==> src/hdl/tick_driven_counter_scheduler_core_assert.svh <==
// Assertion macros for the tick-driven counter scheduler.
`ifndef TICK_DRIVEN_COUNTER_SCHEDULER_CORE_ASSERT_SVH
`define TICK_DRIVEN_COUNTER_SCHEDULER_CORE_ASSERT_SVH

`ifndef SYNTHESIS
`define TDCS_ASSERT(lbl, prop, msg) \
    lbl: assert property (@(posedge i_clk) disable iff (!i_rst_n) (prop)) else $error(msg);
`define TDCS_ASSERT_NEXT(lbl, ante, cons, msg) \
    lbl: assert property (@(posedge i_clk) disable iff (!i_rst_n) (ante) |=> (cons)) \
        else $error(msg);
`else
`define TDCS_ASSERT(lbl, prop, msg)
`define TDCS_ASSERT_NEXT(lbl, ante, cons, msg)
`endif

`endif

==> src/hdl/tdcs_pkg.sv <==
// Shared types and codes for the tick-driven counter scheduler.
package tdcs_pkg;

    localparam logic CMD_TICK = 1'b0;
    localparam logic CMD_LOAD = 1'b1;

    typedef enum logic [8:0] {
        S_IDLE  = 9'b000000001,
        S_RDCUR = 9'b000000010,
        S_CHK   = 9'b000000100,
        S_SCAN  = 9'b000001000,
        S_SLAST = 9'b000010000,
        S_RLD   = 9'b000100000,
        S_RLAST = 9'b001000000,
        S_FIN   = 9'b010000000,
        S_DONE  = 9'b100000000
    } t_state;

endpackage

==> src/hdl/tick_driven_counter_scheduler_core.sv <==
// Tick-driven counter scheduler: per-task counters and priorities, one-comparator scan.
//
// One beat in gives one beat out. A load or a plain tick decrement reads the running
// slot's counter, checks it and passes through the done state to the output register. A
// tick that schedules scans slots 1 to NUM_TASKS-1 through the single read port of the
// counter store, one slot per cycle into one shared comparator; when every counter is
// zero the reload sweep copies the priorities, one slot per cycle, and ranks them through
// the same comparator. The input is not ready while an item is at work.
// Counter and priority stores carry a valid bit per slot cleared by reset, so there is no
// clearing pass; an unwritten slot reads as zero.
`include "tick_driven_counter_scheduler_core_assert.svh"

module tick_driven_counter_scheduler_core
    import tdcs_pkg::*;
#(
    parameter int NUM_TASKS    = 8,
    parameter int COUNTER_BITS = 16
) (
    input  logic        i_clk,
    input  logic        i_rst_n,
    input  logic        i_s_axis_tvalid,
    output logic        o_s_axis_tready,
    // task_index[2:0], counter_value[18:3], priority_value[34:19], zero fill [39:35]
    input  logic [39:0] i_s_axis_tdata,
    // command[0]
    input  logic        i_s_axis_tuser,
    output logic        o_m_axis_tvalid,
    input  logic        i_m_axis_tready,
    // running_task[2:0], switched[3], reloaded[4], none_ready[5], running_counter[21:6],
    // zero fill [23:22]
    output logic [23:0] o_m_axis_tdata
);

    localparam int TW = $clog2(NUM_TASKS);
    localparam int CW = COUNTER_BITS;
    localparam logic [TW-1:0] LAST_K  = TW'(NUM_TASKS - 1);
    localparam logic [TW-1:0] FIRST_K = TW'(1);

    // stores
    logic [CW-1:0]        cnt_mem  [NUM_TASKS];
    logic [CW-1:0]        prio_mem [NUM_TASKS];
    logic [NUM_TASKS-1:0] r_cnt_vld;
    logic [NUM_TASKS-1:0] r_prio_vld;
    logic [CW-1:0]        r_cnt_q;
    logic [CW-1:0]        r_prio_q;
    logic                 r_cnt_q_vld;
    logic                 r_prio_q_vld;

    logic          cnt_we;
    logic [TW-1:0] cnt_wa;
    logic [CW-1:0] cnt_wd;
    logic          prio_we;
    logic [TW-1:0] cnt_ra;
    logic [TW-1:0] prio_ra;
    logic [CW-1:0] cnt_rd;
    logic [CW-1:0] prio_rd;

    // sequencer
    t_state        r_state, n_state;
    logic [TW-1:0] r_k, n_k;
    logic [TW-1:0] r_tag;
    logic          r_tag_vld;
    logic          tag_issue;
    logic [TW-1:0] r_cur, n_cur;
    logic [TW-1:0] r_best, n_best;
    logic [CW-1:0] r_best_cnt, n_best_cnt;
    logic          r_cmd, n_cmd;
    logic [CW-1:0] r_res_cnt, n_res_cnt;
    logic          r_sw, n_sw;
    logic          r_rl, n_rl;
    logic          r_nr, n_nr;

    // output register
    logic          r_ovld;
    logic [23:0]   r_odata;
    logic          out_free;

    // input unpacking
    logic          s_accept;
    logic [2:0]    in_idx;
    logic [TW+2:0] in_idx_ext;
    logic [TW-1:0] in_slot;
    logic          in_slot_ok;
    logic [CW+15:0] in_cnt_ext;
    logic [CW+15:0] in_prio_ext;
    logic [CW-1:0] in_cnt;
    logic [CW-1:0] in_prio;

    // shared units
    logic [CW-1:0] cmp_val;
    logic          cmp_take;
    logic [CW-1:0] dec_in;
    logic [CW-1:0] dec_out;

    // output packing
    logic [TW+2:0]  cur_ext;
    logic [CW+15:0] res_ext;

    assign s_accept        = i_s_axis_tvalid && o_s_axis_tready;
    assign o_s_axis_tready = (r_state == S_IDLE);

    assign in_idx      = i_s_axis_tdata[2:0];
    assign in_idx_ext  = {{TW{1'b0}}, in_idx};
    assign in_slot     = in_idx_ext[TW-1:0];
    assign in_slot_ok  = (in_idx != 3'd0) && (32'(in_idx) < NUM_TASKS);
    assign in_cnt_ext  = {{CW{1'b0}}, i_s_axis_tdata[18:3]};
    assign in_prio_ext = {{CW{1'b0}}, i_s_axis_tdata[34:19]};
    assign in_cnt      = in_cnt_ext[CW-1:0];
    assign in_prio     = in_prio_ext[CW-1:0];

    assign cnt_rd  = r_cnt_q_vld ? r_cnt_q : '0;
    assign prio_rd = r_prio_q_vld ? r_prio_q : '0;

    // one comparator ranks both the counter scan and the reload sweep
    assign cmp_val  = (r_state == S_RLD || r_state == S_RLAST) ? prio_rd : cnt_rd;
    assign cmp_take = r_tag_vld && (cmp_val != '0) && (cmp_val >= r_best_cnt);

    assign dec_in  = (r_state == S_FIN) ? r_best_cnt : cnt_rd;
    assign dec_out = dec_in - CW'(1);

    assign out_free = !r_ovld || i_m_axis_tready;

    always_comb begin
        n_state    = r_state;
        n_k        = r_k;
        n_cur      = r_cur;
        n_best     = r_best;
        n_best_cnt = r_best_cnt;
        n_cmd      = r_cmd;
        n_res_cnt  = r_res_cnt;
        n_sw       = r_sw;
        n_rl       = r_rl;
        n_nr       = r_nr;
        cnt_we     = 1'b0;
        cnt_wa     = r_tag;
        cnt_wd     = prio_rd;
        prio_we    = 1'b0;
        cnt_ra     = r_k;
        prio_ra    = r_k;
        tag_issue  = 1'b0;

        if (cmp_take) begin
            n_best     = r_tag;
            n_best_cnt = cmp_val;
        end

        case (r_state)
            S_IDLE: begin
                if (s_accept) begin
                    n_cmd   = i_s_axis_tuser;
                    n_state = S_RDCUR;
                    if (i_s_axis_tuser == CMD_LOAD && in_slot_ok) begin
                        cnt_we  = 1'b1;
                        cnt_wa  = in_slot;
                        cnt_wd  = in_cnt;
                        prio_we = 1'b1;
                    end
                end
            end
            S_RDCUR: begin
                cnt_ra  = r_cur;
                n_state = S_CHK;
            end
            S_CHK: begin
                n_sw = 1'b0;
                n_rl = 1'b0;
                n_nr = 1'b0;
                if (r_cmd == CMD_LOAD) begin
                    n_res_cnt = cnt_rd;
                    n_state   = S_DONE;
                end else if (r_cur != '0 && cnt_rd != '0) begin
                    cnt_we    = 1'b1;
                    cnt_wa    = r_cur;
                    cnt_wd    = dec_out;
                    n_res_cnt = dec_out;
                    n_state   = S_DONE;
                end else begin
                    n_k        = FIRST_K;
                    n_best     = '0;
                    n_best_cnt = '0;
                    n_state    = S_SCAN;
                end
            end
            S_SCAN: begin
                cnt_ra    = r_k;
                tag_issue = 1'b1;
                if (r_k == LAST_K) begin
                    n_state = S_SLAST;
                end else begin
                    n_k = r_k + FIRST_K;
                end
            end
            S_SLAST: begin
                if (n_best == '0) begin
                    n_k     = FIRST_K;
                    n_state = S_RLD;
                end else begin
                    n_state = S_FIN;
                end
            end
            S_RLD: begin
                prio_ra   = r_k;
                tag_issue = 1'b1;
                // copy the priority that arrived last cycle into its counter
                if (r_tag_vld) begin
                    cnt_we = 1'b1;
                end
                if (r_k == LAST_K) begin
                    n_state = S_RLAST;
                end else begin
                    n_k = r_k + FIRST_K;
                end
            end
            S_RLAST: begin
                cnt_we  = r_tag_vld;
                n_rl    = 1'b1;
                n_state = S_FIN;
            end
            S_FIN: begin
                if (r_best == '0) begin
                    // all priorities zero: every counter, the running one too, is zero
                    n_nr      = 1'b1;
                    n_res_cnt = '0;
                end else if (r_best != r_cur) begin
                    cnt_we    = 1'b1;
                    cnt_wa    = r_best;
                    cnt_wd    = dec_out;
                    n_cur     = r_best;
                    n_sw      = 1'b1;
                    n_res_cnt = dec_out;
                end else begin
                    n_res_cnt = r_best_cnt;
                end
                n_state = S_DONE;
            end
            S_DONE: begin
                if (out_free) begin
                    n_state = S_IDLE;
                end
            end
            default: begin
                n_state = S_IDLE;
            end
        endcase
    end

    always_ff @(posedge i_clk) begin
        if (!i_rst_n) begin
            r_state   <= S_IDLE;
            r_cur     <= '0;
            r_tag_vld <= 1'b0;
        end else begin
            r_state   <= n_state;
            r_cur     <= n_cur;
            r_tag_vld <= tag_issue;
        end
    end

    always_ff @(posedge i_clk) begin
        r_k        <= n_k;
        r_tag      <= r_k;
        r_best     <= n_best;
        r_best_cnt <= n_best_cnt;
        r_cmd      <= n_cmd;
        r_res_cnt  <= n_res_cnt;
        r_sw       <= n_sw;
        r_rl       <= n_rl;
        r_nr       <= n_nr;
    end

    // counter store: one write, one registered read
    always_ff @(posedge i_clk) begin
        if (cnt_we) begin
            cnt_mem[cnt_wa] <= cnt_wd;
        end
        r_cnt_q     <= cnt_mem[cnt_ra];
        r_cnt_q_vld <= r_cnt_vld[cnt_ra];
    end

    // priority store: written only by loads
    always_ff @(posedge i_clk) begin
        if (prio_we) begin
            prio_mem[in_slot] <= in_prio;
        end
        r_prio_q     <= prio_mem[prio_ra];
        r_prio_q_vld <= r_prio_vld[prio_ra];
    end

    always_ff @(posedge i_clk) begin
        if (!i_rst_n) begin
            r_cnt_vld  <= '0;
            r_prio_vld <= '0;
        end else begin
            if (cnt_we) begin
                r_cnt_vld[cnt_wa] <= 1'b1;
            end
            if (prio_we) begin
                r_prio_vld[in_slot] <= 1'b1;
            end
        end
    end

    assign cur_ext = {3'b000, n_cur};
    assign res_ext = {16'h0000, r_res_cnt};

    always_ff @(posedge i_clk) begin
        if (!i_rst_n) begin
            r_ovld <= 1'b0;
        end else if (r_state == S_DONE && out_free) begin
            r_ovld <= 1'b1;
        end else if (i_m_axis_tready) begin
            r_ovld <= 1'b0;
        end
    end

    always_ff @(posedge i_clk) begin
        if (r_state == S_DONE && out_free) begin
            r_odata <= {2'b00, res_ext[15:0], r_nr, r_rl, r_sw, cur_ext[2:0]};
        end
    end

    assign o_m_axis_tvalid = r_ovld;
    assign o_m_axis_tdata  = r_odata;

    `TDCS_ASSERT(a_cur_in_range, 32'(r_cur) < NUM_TASKS, "running slot out of range")
    `TDCS_ASSERT(a_best_cnt_pairs,
        (r_state != S_SLAST && r_state != S_RLAST && r_state != S_FIN)
        || ((r_best != '0) == (r_best_cnt != '0)), "best slot and its count disagree")
    `TDCS_ASSERT(a_flags_consistent,
        !(o_m_axis_tvalid && o_m_axis_tdata[5]) || (o_m_axis_tdata[4] && !o_m_axis_tdata[3]),
        "none_ready without reload or with switch")
    `TDCS_ASSERT_NEXT(a_fin_switch, r_state == S_FIN && r_best != '0 && r_best != r_cur,
        r_cur == $past(r_best), "switch did not take the picked slot")

endmodule
==> config.mk <==
export PLATFORM = sky130hd
export DESIGN_NAME = tick_driven_counter_scheduler_core
export DESIGN_NICKNAME = d
export VERILOG_FILES = /design/src/hdl/tdcs_pkg.sv /design/src/hdl/tick_driven_counter_scheduler_core.sv
export VERILOG_INCLUDE_DIRS = /design/src /design/src/hdl
export SDC_FILE = /design/constraint.sdc
export NUM_CORES = 1
export LEC_CHECK = 0
export BUFFER_PORTS_ARGS = -buffer_cell sky130_fd_sc_hd__buf_2
export CAP_MARGIN = 40
export CORE_ASPECT_RATIO = 1.25
export CORE_MARGIN = 2
export CORE_UTILIZATION = 35
export CTS_CLUSTER_DIAMETER = 80
export CTS_CLUSTER_SIZE = 16
export DETAILED_ROUTE_END_ITERATION = 8
export GPL_TIMING_DRIVEN = 0
export HOLD_SLACK_MARGIN = 0.08
export PLACE_DENSITY_LB_ADDON = 0.3
export SYNTH_ARGS = -nofsm -noshare
export SYNTH_HDL_FRONTEND = slang
export SYNTH_SLANG_ARGS = --single-unit
==> constraint.sdc <==
create_clock -name i_clk -period 4.96 [get_ports i_clk]
set_input_delay 0 -clock i_clk [delete_from_list [all_inputs] [get_ports i_clk]]
set_output_delay 0 -clock i_clk [all_outputs]
set_load 0.005 [all_outputs]
==> impl_metrics.sql <==
INSERT INTO impl_metrics (metric_group, metric, value, unit) VALUES
('outcome', 'status', 'completed', ''),
('drt', 'average_wire_length_per_cell_after_detail_routing', '21.8', 'um'),
('clocking', 'cts_max_path_buffers', '3', ''),
('synthesis', 'ys.warnings.count', '0', ''),
('placed_design', 'detailedPlacementHpwl', '32.5', 'mm'),
('critical_path', 'crit_path_top_delay_cell', 'sky130_fd_sc_hd__a21oi_1', ''),
('final_layout', 'drive_gt1_frac', '0.176', ''),
('synthesis', 'ys_top_cells_by_area', 'sky130_fd_sc_hd__edfxtp_1 (55%), sky130_fd_sc_hd__dfxtp_1 (10%), sky130_fd_sc_hd__mux2i_1 (4.7%)', ''),
('synthesis', 'yosys_most_used_dff', 'sky130_fd_sc_hd__edfxtp_1', ''),
('drt', 'first_pass_iters', '5', ''),
('global_routing', 'grt.overflow.total', '0', ''),
('die', 'die_boundary_width', '198', 'um'),
('synthesis', 'synth-seq-area-share', '0.651', ''),
('timing', 'report.final.hold_viol_count', '0', ''),
('die', 'core_region_area', '0.0469', 'sq mm'),
('synthesis', 'async_flop_share', '0', ''),
('power_and_ir_drop', 'cellLeakagePower', '6.94', 'nW'),
('critical_path', 'criticalPathCategory', 'reg -> reg', ''),
('timing', 'rsz0062_at_grt', 'false', ''),
('placed_design', 'routabilityCongestion', '0.935', ''),
('flow_run', 'max-cap-violations', '0', ''),
('timing', 'period_share', '0.942', ''),
('global_routing', 'first_pass_grt_wire_length', '66.5', 'mm'),
('drt', 'postRouteAntennaNets', '0', ''),
('placed_design', 'place.port_buffers', '62', ''),
('drt', 'num_vias', '10600', ''),
('die', 'floorplan.rows', '89', ''),
('synthesis', 'yosys_register_bits', '387', ''),
('timing', 'period_needed', '4.67', 'ns'),
('critical_path', 'critical_path.max_stage_delay', '0.39', 'ns'),
('power_and_ir_drop', 'power.total', '6.57', 'mW'),
('synthesis', 'postSynthCellCount', '1191', ''),
('drt', 'viasPerCell', '5.22', ''),
('clocking', 'cts_tree', 'done', ''),
('critical_path', 'cp_data_arrival_time', '4.91', 'ns'),
('clocking', 'clock-root-buffer', 'sky130_fd_sc_hd__clkbuf_16', ''),
('final_layout', 'fin_util', '0.412', ''),
('power_and_ir_drop', 'total_switching_power', '1.58', 'mW'),
('drt', 'remaining_drc_errors', '0', ''),
('critical_path', 'worstPathCellList', 'buf_2 > nor3_4 > nand2_1 > nor4_4 > buf_4 > clkbuf_1 > a31oi_1 > ha_1 > nand2b_1 > a21oi_1 > o21ai_0 > a221oi_1 > o31ai_2 > and2_1 > clkbuf_1 > buf_4 > a21oi_1 > a21oi_1', ''),
('die', 'floorplan_die_area', '0.0490', 'sq mm'),
('die', 'ios', '71', ''),
('critical_path', 'critPathMostFrequentCell', 'sky130_fd_sc_hd__a21oi_1', ''),
('synthesis', 'synth_largest_area_cell', 'sky130_fd_sc_hd__edfxtp_1', ''),
('clocking', 'insertion_delay', '0.59', 'ns'),
('drt', 'first_iteration_detailed_routing_drc_count', '734', ''),
('power_and_ir_drop', 'intPower', '4.99', 'mW'),
('power_and_ir_drop', 'portion_of_total_power_attributed_to_combinational_logic', '0.101', ''),
('synthesis', 'netlist-cell-type-count', '80', ''),
('drt', 'detail_route.wirelength', '44.0', 'mm'),
('clocking', 'tritoncts.num_buffers', '30', ''),
('timing', 'finalClockSkew', '0.0173', 'ns'),
('critical_path', 'timing.critical_path.to_type', 'register', ''),
('final_layout', 'flow.area_growth_from_synthesis', '16.9', '%'),
('critical_path', 'critPathBufInv', '5', ''),
('critical_path', 'cpLargestDelayFamily', 'compound AO/OA/AOI/OAI gates', ''),
('power_and_ir_drop', 'pwr_density_cell', '340', 'mW/mm^2'),
('min_path', 'worst_hold_path_type', 'in -> reg', ''),
('power_and_ir_drop', 'irDropWorstVdd', '0.000234', 'V'),
('synthesis', 'synthesis.area', '0.0165', 'sq mm'),
('synthesis', 'synth_top_area_share', '0.547', ''),
('timing', 'worst_pin_slew', '0.847', 'ns'),
('die', 'chipHeight', '247', 'um'),
('critical_path', 'critPathMaxFanout', '10', ''),
('critical_path', 'cp.required', '5.20', 'ns'),
('synthesis', 'post-synth-top-count-cell', 'sky130_fd_sc_hd__edfxtp_1', ''),
('synthesis', 'post_synth_most_frequent_cells', 'sky130_fd_sc_hd__edfxtp_1 (301), sky130_fd_sc_hd__nand2_1 (109), sky130_fd_sc_hd__nor2_1 (100)', ''),
('global_routing', 'number_of_antenna_violations_at_the_first_check_in_global_routing', '0', ''),
('final_layout', 'antenna_cells_inserted', '0', ''),
('clocking', 'cts.reportedPaths.clkPinSlew', '0.07', 'ns'),
('final_layout', 'filler_cell_count', '4344', '');
worst paths after layout:
path | depth (start not counted) | to | slack (ns) | start
setup / recovery | 18 | prio_ra[0] | 0.29 | r_state[3]
hold / removal | 5 | cnt_mem[0][5] | 0.12 | i_s_axis_tdata[8]
setup reg to reg | 18 | prio_ra[0] | 0.29 | r_state[3]
hold reg to reg | 0 | r_tag[2] | 0.40 | prio_ra[2]
final cells by class:
class | count | area (sq um) | area share
Multi-Input combinational cell | 731 | 5480 | 0.283
Timing Repair Buffer | 121 | 966 | 0.0500
Buffer | 69 | 329 | 0.0170
Clock inverter | 5 | 68.8 | 0.00356
Sequential cell | 387 | 10800 | 0.557
Clock buffer | 51 | 850 | 0.0440
Tap cell | 637 | 797 | 0.0412
Inverter | 21 | 78.8 | 0.00408
routing by layer:
layer | share of wire | GRT usage
met1 | 0.42 | 0.229
met2 | 0.50 | 0.321
met3 | 0.051 | 0.0252
met4 | 0.036 | 0.0670
met5 | 0 | 0
what timing repair did:
action	CTS	global route
resized for setup	0	6
hold buffers	34	0
cloned	0	0
pin swaps	1	0
hold endpoints to repair	277	0
endpoints found under the setup margin	3	43
buffers inserted	3	0
stage by stage:
stage               worst slack [ns]  hold WS (ns)  cells  instance area [sq um]
CTS                           0.0664        0.0917   2022                  19300
global route                  0.0227         0.117   2022                  19300
floorplan                       1.24        0.0989   1208                  16600
finish                         0.286         0.118   2022                  19300
global placement              0.0107         0.258   1907                  17700
detailed placement            0.0114         0.276   1929                  18000
cells in the final DEF (no fill, tap or decap), types with 22 or more instances in the layout:
cell type                       netlist  layout
sky130_fd_sc_hd__edfxtp_1           301     301
sky130_fd_sc_hd__nand2_1            109     109
sky130_fd_sc_hd__nor2_1             100      88
sky130_fd_sc_hd__dfxtp_1             86      86
sky130_fd_sc_hd__mux2i_1             78      77
sky130_fd_sc_hd__buf_2               12      74
sky130_fd_sc_hd__clkbuf_1            43      61
sky130_fd_sc_hd__mux4_2              34      34
sky130_fd_sc_hd__dlygate4sd3_1        0      34
sky130_fd_sc_hd__o21ai_0             33      32
sky130_fd_sc_hd__clkbuf_16            0      30
sky130_fd_sc_hd__a21oi_1             28      27
sky130_fd_sc_hd__xnor2_1             25      25
sky130_fd_sc_hd__nand3_1             24      24
sky130_fd_sc_hd__mux2_2              22      22
worst reg2reg max path, stage by stage (launching register included):
cell,delay [ns]
sky130_fd_sc_hd__dfxtp_1,0.30
sky130_fd_sc_hd__buf_2,0.18
sky130_fd_sc_hd__nor3_4,0.25
sky130_fd_sc_hd__nand2_1,0.16
sky130_fd_sc_hd__nor4_4,0.29
sky130_fd_sc_hd__buf_4,0.20
sky130_fd_sc_hd__clkbuf_1,0.35
sky130_fd_sc_hd__a31oi_1,0.24
sky130_fd_sc_hd__ha_1,0.34
sky130_fd_sc_hd__nand2b_1,0.10
sky130_fd_sc_hd__a21oi_1,0.06
sky130_fd_sc_hd__o21ai_0,0.18
sky130_fd_sc_hd__a221oi_1,0.13
sky130_fd_sc_hd__o31ai_2,0.36
sky130_fd_sc_hd__and2_1,0.18
sky130_fd_sc_hd__clkbuf_1,0.20
sky130_fd_sc_hd__buf_4,0.27
sky130_fd_sc_hd__a21oi_1,0.14
sky130_fd_sc_hd__a21oi_1,0.39
flip-flops by register name, indices dropped and copies added (netlist names):
register	cells
r_prio_q_vld	1
prio_ra	3
r_tag_vld	1
r_cnt_vld	8
r_tag	3
r_state	9
r_rl	1
cnt_mem	128
o_m_axis_tdata	22
r_prio_q	16
r_cur	3
prio_mem	128
r_nr	1
r_res_cnt	16
r_sw	1
r_best_cnt	16
o_m_axis_tvalid	1
r_cmd	1
r_best	3
r_cnt_q	16
r_cnt_q_vld	1
r_prio_vld	8
power by group through the flow:
stage	Clock [mW]	Sequential (mW)	Combinational, mW
floorplan	0	3.65	0.406
detailed placement	0	3.67	0.634
global placement	0	3.67	0.620
global route	2.48	3.60	0.717
finish	2.31	3.60	0.665
CTS	2.37	3.59	0.658
cell families (layout without fill, tap and decap cells):
| group | count (synthesis) | count (layout) | synth area share |
|---|---|---|---|
| AO/OA/AOI/OAI | 188 | 188 | 0.0848 |
| adder cells (fa/ha/maj) | 19 | 19 | 0.0144 |
| other | 1 | 18 | 0.000227 |
| AND/OR/NAND/NOR | 340 | 340 | 0.0997 |
| flip-flops | 387 | 387 | 0.651 |
| multiplexers | 134 | 134 | 0.109 |
| XOR/XNOR | 32 | 32 | 0.0170 |
| buffers and inverters | 90 | 267 | 0.0245 |
Note: power is estimated with default switching activity, not from simulation.
